## config.mk

```make
export PLATFORM = sky130hd
export DESIGN_NAME = dmbs_hit_unit
export DESIGN_NICKNAME = d
export VERILOG_FILES = /design/src/hw/rtl/dmbs_pkg.sv /design/src/hw/rtl/dmbs_hit_unit.sv
export SDC_FILE = /design/constraint.sdc
export NUM_CORES = 1
export LEC_CHECK = 0
export BUFFER_PORTS_ARGS = -buffer_cell sky130_fd_sc_hd__buf_2
export CORE_UTILIZATION = 60
export CTS_CLUSTER_SIZE = 24
export DETAILED_ROUTE_END_ITERATION = 7
export PLACE_DENSITY = 0.79
export SLEW_MARGIN = 20
export SYNTH_ARGS = -nofsm -noshare
export SYNTH_HDL_FRONTEND = slang
export SYNTH_SLANG_ARGS = --single-unit
export TNS_END_PERCENT = 50
```

## constraint.sdc

```tcl
create_clock -name clock -period 24.1 [get_ports clock]
set_input_delay 6.025 -clock clock [delete_from_list [all_inputs] [get_ports clock]]
set_output_delay 6.025 -clock clock [all_outputs]
set_load 0.02 [all_outputs]
```

## src/hw/rtl/dmbs_pkg.sv

```systemverilog
package dmbs_pkg;

   // Field widths of the transaction ports
   localparam int unsigned COORD_BITS      = 10;
   localparam int unsigned IDX_W           = 6;
   localparam int unsigned CMD_W           = 3;
   localparam int unsigned KEY_W           = 3;
   localparam int unsigned LINK_W          = 24;
   localparam int unsigned ACTION_W        = 64;
   localparam int unsigned PAL_W           = 32;
   localparam int unsigned GEOM_W          = 48;
   localparam int unsigned MAX_BUTTONS_DEF = 36;
   localparam int unsigned PAL_SLOTS       = 3;

   // Squared distance; the far value exceeds any real distance
   localparam int unsigned DIST_W   = 28;
   localparam logic [DIST_W-1:0] FAR_DIST = 28'h8000000;

   // Command codes
   localparam logic [CMD_W-1:0] CMD_LOAD_BUTTON  = 3'd0;
   localparam logic [CMD_W-1:0] CMD_LOAD_PALETTE = 3'd1;
   localparam logic [CMD_W-1:0] CMD_SET_COUNT    = 3'd2;
   localparam logic [CMD_W-1:0] CMD_KEY          = 3'd3;
   localparam logic [CMD_W-1:0] CMD_CLICK        = 3'd4;

   // Key codes
   localparam logic [KEY_W-1:0] KEY_LEFT  = 3'd0;
   localparam logic [KEY_W-1:0] KEY_RIGHT = 3'd1;
   localparam logic [KEY_W-1:0] KEY_UP    = 3'd2;
   localparam logic [KEY_W-1:0] KEY_DOWN  = 3'd3;
   localparam logic [KEY_W-1:0] KEY_OK    = 3'd4;

   typedef struct packed {
      logic [COORD_BITS-1:0] x_start;
      logic [COORD_BITS-1:0] x_end;
      logic [COORD_BITS-1:0] y_start;
      logic [COORD_BITS-1:0] y_end;
   } rect_type;

   typedef struct packed {
      rect_type              rect;
      logic [LINK_W-1:0]     links;
      logic [ACTION_W-1:0]   action;
      logic [1:0]            color;
      logic                  auto_act;
   } entry_type;

   // Unpack the six coordinate bytes, byte 0 in the top bits
   function automatic rect_type unpack_geometry(input logic [GEOM_W-1:0] g);
      rect_type r;
      r.x_start = {g[45:40], g[39:36]};
      r.x_end   = {g[33:32], g[31:24]};
      r.y_start = {g[21:16], g[15:12]};
      r.y_end   = {g[9:8],   g[7:0]};
      return r;
   endfunction

   // Expand the four low palette nibbles into alpha bytes; full nibble gives full alpha
   function automatic logic [PAL_W-1:0] alpha_of(input logic [PAL_W-1:0] pal);
      logic [PAL_W-1:0] r;
      logic [3:0]       n;
      r = '0;
      for (int i = 0; i < 4; i++) begin
         n = pal[4*i +: 4];
         r[8*i +: 8] = (n == 4'hf) ? 8'hff : {n, 4'h0};
      end
      return r;
   endfunction

endpackage

```

## src/hw/rtl/dmbs_hit_unit.sv

```systemverilog
module dmbs_hit_unit (
   input  logic                                clock,
   input  dmbs_pkg::rect_type                  rect,
   input  logic [dmbs_pkg::COORD_BITS-1:0]     pos_x,
   input  logic [dmbs_pkg::COORD_BITS-1:0]     pos_y,
   output logic                                hit,
   output logic [dmbs_pkg::DIST_W-1:0]         dist_sq
);
   import dmbs_pkg::*;

   localparam int unsigned DW = COORD_BITS + 1;

   logic                  inside_in;
   logic [COORD_BITS:0]   sum_x;
   logic [COORD_BITS:0]   sum_y;
   logic signed [DW-1:0]  dx_in;
   logic signed [DW-1:0]  dy_in;
   logic                  hit_ff;
   logic signed [DW-1:0]  dx_ff;
   logic signed [DW-1:0]  dy_ff;
   logic signed [2*DW-1:0] sq_x;
   logic signed [2*DW-1:0] sq_y;

   // Test containment and take offsets from the button centre
   always_comb begin
      inside_in = (pos_x >= rect.x_start) && (pos_x <= rect.x_end) &&
                  (pos_y >= rect.y_start) && (pos_y <= rect.y_end);
      sum_x = {1'b0, rect.x_start} + {1'b0, rect.x_end};
      sum_y = {1'b0, rect.y_start} + {1'b0, rect.y_end};
      dx_in = $signed({1'b0, sum_x[COORD_BITS:1]}) - $signed({1'b0, pos_x});
      dy_in = $signed({1'b0, sum_y[COORD_BITS:1]}) - $signed({1'b0, pos_y});
   end

   // Hold offsets for the squaring stage
   always_ff @(posedge clock) begin
      hit_ff <= inside_in;
      dx_ff  <= dx_in;
      dy_ff  <= dy_in;
   end

   // Square and sum; both squares are non-negative
   always_comb begin
      sq_x    = dx_ff * dx_ff;
      sq_y    = dy_ff * dy_ff;
      dist_sq = DIST_W'($unsigned(sq_x)) + DIST_W'($unsigned(sq_y));
   end

   assign hit = hit_ff;

endmodule

```

### Word-level counts from Yosys, hierarchy flattened

Index checks and enable logic that the tools add are counted.

* reduce and logical (&&, ||, !) cells: 3
* order comparisons: 4
* multiply operators: 2
* add/sub/neg operators: 5

Operator list (count)
* 11-bit by 11-bit multiplier with 22-bit output: 2
* 22-bit by 22-bit adder with 23-bit output: 1
* 10-bit by 10-bit adder with 11-bit output: 2
* 10-bit by 10-bit subtractor with 11-bit output: 2
* 10-bit greater-or-equal comparator: 2
* 10-bit <= comparator: 2
* 1-bit logical AND: 3

* output and inout port bits: 29
* register bits after elaboration: 23

### Logic depth before layout (Yosys ltp)

Gate-level depths: netlist (run 1).

* word-level depth: 4
* mapped depth: 29
* gate-level depth less buffers: 29

### Worst setup path after synthesis (run 1)

No wires, ideal clock.

* path kind: register to output
* start point: register dy_ff[10]
* end point: output port dist_sq[22] in the netlist's numbering
* stages on the path, launching flop included: 28
* arrival time: 6.478 ns
* slack: 11.597 ns
* cells stage by stage: dfxtp_1 clkbuf_1 clkbuf_1 nand2_1 fa_1 inv_1 fa_1 fa_1 fa_1 inv_1 fa_1 inv_1 ha_1 a21o_1 a211o_1 nor2_1 a21oi_1 a21o_1 a21oi_1 xnor2_1 ha_1 nand3_1 nor2_1 a221o_1 a41oi_1 a21oi_1 nor2_1 o21ai_0

* longest elaborated chain between the ends: 2

Ends and longest elaborated chain
* start: declaration: line dmbs_hit_unit.sv:20 `logic signed [DW-1:0] dy_ff;`
* start signal: assignment: line dmbs_hit_unit.sv:38 `dy_ff <= dy_in;`
* 11-bit by 11-bit multiplier with 22-bit output: line dmbs_hit_unit.sv:44 `sq_y = dy_ff * dy_ff;`
* 22-bit by 22-bit adder with 23-bit output: line dmbs_hit_unit.sv:45 `dist_sq = DIST_W'($unsigned(sq_x)) + DIST_W'($unsigned(sq_y));`
* end: declaration: line dmbs_hit_unit.sv:7 `output logic [dmbs_pkg::DIST_W-1:0] dist_sq`

No other way between the ends.

### Worst setup path after layout (run 1)

* start point: register dy_ff[4]
* end point: output port dist_sq[20] in the netlist's numbering

The elaborated chain is that of the path after synthesis.

==> results of run 1 <==
==> registers in the layout (all words and copies together) (netlist names) <==
name / cells
dx_ff: 11
hit: 1
dy_ff: 11
==> kinds of logic after synthesis <==
family / synth area share, %
adders and majority gates: 53.98
and+or+nand+nor: 11.19
buffers and inverters: 12.00
DFF: 3.764
AOI/OAI and AO/OA: 11.85
other: 0.03065
muxes: 0.2455
xor gates and xnor gates: 6.944
==> worst max path at each step <==
stage / startpoint / end / slack, ns / depth (start not counted)
2_1_floorplan: dy_ff[10]$_DFF_P_ / dist_sq[22] / 11.60 / 27
3_3_place_gp: dy_ff[2]$_DFF_P_ / dist_sq[20] / 11.23 / 28
3_5_place_dp: dy_ff[4]$_DFF_P_ / dist_sq[20] / 11.07 / 26
4_1_cts: dy_ff[4]$_DFF_P_ / dist_sq[20] / 10.76 / 26
5_1_grt: dy_ff[10]$_DFF_P_ / dist_sq[20] / 10.23 / 26
6_report: dy_ff[4]$_DFF_P_ / dist_sq[20] / 10.72 / 26
==> cell usage after synthesis, types with 5 or more instances <==
library cell / instances / area [um2]
o21a_1: 9 / 67.56
fa_1: 213 / 4264
a21oi_1: 65 / 325.3
ha_1: 187 / 2340
nand2_1: 86 / 322.8
nand2b_1: 13 / 81.33
nor2_1: 57 / 214.0
a211oi_1: 7 / 52.55
and2_1: 51 / 319.1
xor2_1: 22 / 192.7
clkbuf_1: 22 / 82.58
nand3_1: 10 / 50.05
nand4_1: 5 / 31.28
buf_4: 5 / 37.54
o21ai_0: 35 / 175.2
nor2b_1: 29 / 181.4
nor3_1: 8 / 40.04
xnor2_1: 75 / 656.9
a21o_1: 35 / 262.8
dfxtp_1: 23 / 460.4
a31oi_1: 9 / 56.30
inv_1: 359 / 1348
o21bai_1: 14 / 105.1
==> layout make-up <==
cell class	count	area, um2
multi-input combinational	991	10320
fill	1672	6758
inverter	359	1348
sequential	23	460.4
timing repair buffer	84	420.4
tap	265	331.6
clock buffer	4	78.83
==> metal layers <==
| metal | share of wire (%) | wire length (um) | GRT usage [%] | vias to the layer above |
|---|---|---|---|---|
| met5 | 0 | 0 | 0 | - |
| met4 | 1.9 | 457 | 6.427 | 0 |
| met3 | 4.5 | 1096 | 2.007 | 30 |
| met2 | 49 | 11840 | 45.47 | 230 |
| met1 | 45 | 10780 | 32.81 | 4405 |
| li1 | - | - | - | 4449 |
==> through the flow <==
step / instance area [um2] / instances / util, % / hold slack [ns]
2_1_floorplan: 12250 / 1400 / - / 6.205
3_3_place_gp: 12880 / 1722 / 65.33 / 6.339
3_5_place_dp: 12880 / 1722 / 65.33 / 6.333
4_1_cts: 12960 / 1726 / 65.73 / 6.052
5_1_grt: 12960 / 1726 / 65.73 / 6.075
6_report: 12960 / 1726 / 65.73 / 6.043
==> results.sh, run 1 <==
export IMPL_cts_root_buf="clkbuf_16"
export IMPL_grt_max_degree=22
export IMPL_required_ns=18.07
export IMPL_drtPass1Iterations=5
export IMPL_cts_resized=0
export IMPL_antenna_found_initial=0
export IMPL_worstPathMaxFanout=10
export IMPL_relSlewSlack_pct=54.11
export IMPL_path_class="register to output port"
export IMPL_max_stage_delay_ns=0.54
export IMPL_clk_path_buf_depth=2
export IMPL_final_common_cell="inv_1"
export IMPL_numPortBuffers=84
export IMPL_fp_dieArea_um2=20970
export IMPL_slowest_stage="fa_1"
export IMPL_routed_via_density=5.280
export IMPL_synthToLayoutAreaGrowth_pct=5.931
export IMPL_ant_nets=0
export IMPL_h_tree_depth=1
export IMPL_netlist_instances=1396
export IMPL_path_buf_inv=4
export IMPL_critPathLaunchType="register"
export IMPL_hp_class="input port to register"
export IMPL_finalHoldViolCount=0
export IMPL_arrival_ns=7.35
export IMPL_synth_edff_count=0
export IMPL_synth_cell_types=59
export IMPL_fin_nets=1923
export IMPL_num_io_pins=90
export IMPL_initial_utilization_pct=62.05
export IMPL_dr_total_vias=9114
export IMPL_worstHoldPathCells=3
export IMPL_wl_per_cell_um=14.01
export IMPL_cpLargestDelayFamily="adder cells"
export IMPL_cap_violations=0
export IMPL_drive_gt1_share_pct=7.324
export IMPL_synth_area_um2=12230
export IMPL_worst_pin_slew_ns=0.6825
export IMPL_cp_end_kind="output port"
export IMPL_rows=51
export IMPL_diodes=0
export IMPL_setup_violations=0
export IMPL_period_needed_ns=13.38
export IMPL_finalWorstSetupSlack_ns=10.72
export IMPL_setup_tns_final_ns=0
export IMPL_place_ws_ns=11.07
export IMPL_core_area_um2=19720
export IMPL_cts_tree="built"
export IMPL_hpwl_um=21920
export IMPL_fmax_mhz=74.75
export IMPL_ys_seq_area_share_pct=3.764
export IMPL_postCtsSetupBuffers=0
export IMPL_ctsHoldBuffers=0
export IMPL_place_gp_congestion=0.8657
export IMPL_min_to="dx_ff[0]$_DFF_P_"
export IMPL_fin_crit_sh_pct=55.51
export IMPL_grt_pass1_vias=9527
export IMPL_synth_seq_cells=23
export IMPL_drv_slew=0
export IMPL_cts_sinks=23
export IMPL_numCtsBuffers=3
export IMPL_die_h_um=144.8
export IMPL_grt_usage_pct=25.28
export IMPL_rsz0062_at_grt="no"
export IMPL_grt_pass1_wl_um=41790
export IMPL_async_flop_share_pct=0
export IMPL_route_detailed_drc=0
export IMPL_hold_start="pos_x[0]"
export IMPL_avgSynthCellArea_um2=8.764
export IMPL_cp_common_cell="fa_1"
export IMPL_yosys_warnings=0
export IMPL_grt_overflow_total=0
export IMPL_final_cell_mix="inv_1, fa_1, ha_1"
export IMPL_fp_dieW_um=144.8
export IMPL_wl_um=24180
export IMPL_clk_pin_slew_worst_paths_ns=0.07
export IMPL_drt_iter0_markers=327
export IMPL_ys_flop_type="dfxtp_1"
export IMPL_status="completed"
Power of run 1 is not shown: default switching activity piles up to over one toggle a cycle in this logic, so the estimate is an artifact.
==> inputs of run 2 (changes only) <==
Clock period 24.1 ns to 12.65 ns, I/O delays scaled along.
==> run 2 against run 1 <==
Global-route usage increased by 0.51 points. Count of clock-buffer cells in the layout stayed put. Critical endpoint unchanged. Hold slack worse by 2.8 ns. Non-clock buffer count did not move.
==> results.sh, run 2 (synthesis gave the netlist of run 1 again) <==
export IMPL_cpLargestDelayFamily="adder cells"
export IMPL_relSlewSlack_pct=55.94
export IMPL_place_ws_ns=2.494
export IMPL_setup_tns_final_ns=0
export IMPL_route_detailed_drc=0
export IMPL_grt_pass1_vias=9480
export IMPL_status="completed"
export IMPL_hold_start="pos_y[0]"
export IMPL_critPathLaunchType="register"
export IMPL_rows=51
export IMPL_wl_um=24490
export IMPL_clk_pin_slew_worst_paths_ns=0.05
export IMPL_fmax_mhz=95.05
export IMPL_place_gp_congestion=0.8615
export IMPL_clk_path_buf_depth=2
export IMPL_ant_nets=0
export IMPL_num_io_pins=90
export IMPL_wl_per_cell_um=14.19
export IMPL_drive_gt1_share_pct=7.324
export IMPL_hp_class="input port to register"
export IMPL_cp_common_cell="inv_1"
export IMPL_grt_max_degree=22
export IMPL_grt_overflow_total=0
export IMPL_fin_nets=1923
export IMPL_cts_root_buf="clkbuf_16"
export IMPL_cts_sinks=23
export IMPL_finalHoldViolCount=0
export IMPL_routed_via_density=5.282
export IMPL_grt_usage_pct=25.79
export IMPL_cts_tree="built"
export IMPL_arrival_ns=7.36
export IMPL_drv_slew=0
export IMPL_startpoint="dy_ff[0]$_DFF_P_"
export IMPL_fp_dieArea_um2=20970
export IMPL_cts_resized=0
export IMPL_fin_crit_sh_pct=83.17
export IMPL_hpwl_um=22310
export IMPL_numCtsBuffers=3
export IMPL_cap_violations=0
export IMPL_initial_utilization_pct=62.05
export IMPL_ctsHoldBuffers=0
export IMPL_h_tree_depth=1
export IMPL_die_h_um=144.8
export IMPL_drtPass1Iterations=4
export IMPL_path_buf_inv=6
export IMPL_drt_iter0_markers=448
export IMPL_path_class="register to output port"
export IMPL_numPortBuffers=84
export IMPL_synthToLayoutAreaGrowth_pct=5.931
export IMPL_final_cell_mix="inv_1, fa_1, ha_1"
export IMPL_postCtsSetupBuffers=0
export IMPL_period_needed_ns=10.52
export IMPL_slowest_stage="dfxtp_1"
export IMPL_finalWorstSetupSlack_ns=2.129
export IMPL_diodes=0
export IMPL_required_ns=9.49
export IMPL_setup_violations=0
export IMPL_dp_cells=1722
export IMPL_core_area_um2=19720
export IMPL_worstPathMaxFanout=11
export IMPL_rsz0062_at_grt="no"
export IMPL_worst_pin_slew_ns=0.6600
export IMPL_antenna_found_initial=0
export IMPL_max_stage_delay_ns=0.55
export IMPL_dr_total_vias=9116
export IMPL_grt_pass1_wl_um=42550
export IMPL_cp_end_kind="output port"
export IMPL_stdcell_count=1726
export IMPL_fp_dieW_um=144.8
export IMPL_final_common_cell="inv_1"
==> run 2: cell counts in the layout (fill, tap and decap cells not counted) <==
Identical to the previous run, type by type.
==> run 2: cell type report <==
type	count	area, um2
clock buffer	4	78.83
fill	1634	6758
inverter	359	1348
multi-input combinational	991	10320
sequential	23	460.4
tap	265	331.6
timing repair buffer	84	420.4
==> run 2: per-layer routing <==
layer / wire, um / GRT usage (%) / up-vias
met3: 1083 / 1.481 / 27
met4: 444 / 5.928 / 0
met5: 0 / 0 / -
met2: 12130 / 46.53 / 211
met1: 10830 / 33.93 / 4413
li1: - / - / 4465
==> run 2: path summary, 6_finish.rpt <==
kind / end / cells past startpoint
setup / recovery: dist_sq[20] / 28
hold / removal: dy_ff[0]$_DFF_P_ / 3
==> run 2: stage by stage <==
stage	hold WS, ns	instance area [um2]	util [%]
3_5_place_dp	3.470	12880	65.33
2_1_floorplan	3.343	12250	-
5_1_grt	3.212	12960	65.73
6_report	3.196	12960	65.73
3_3_place_gp	3.477	12880	65.33
4_1_cts	3.197	12960	65.73
Power of run 2 is left out for the same reason.
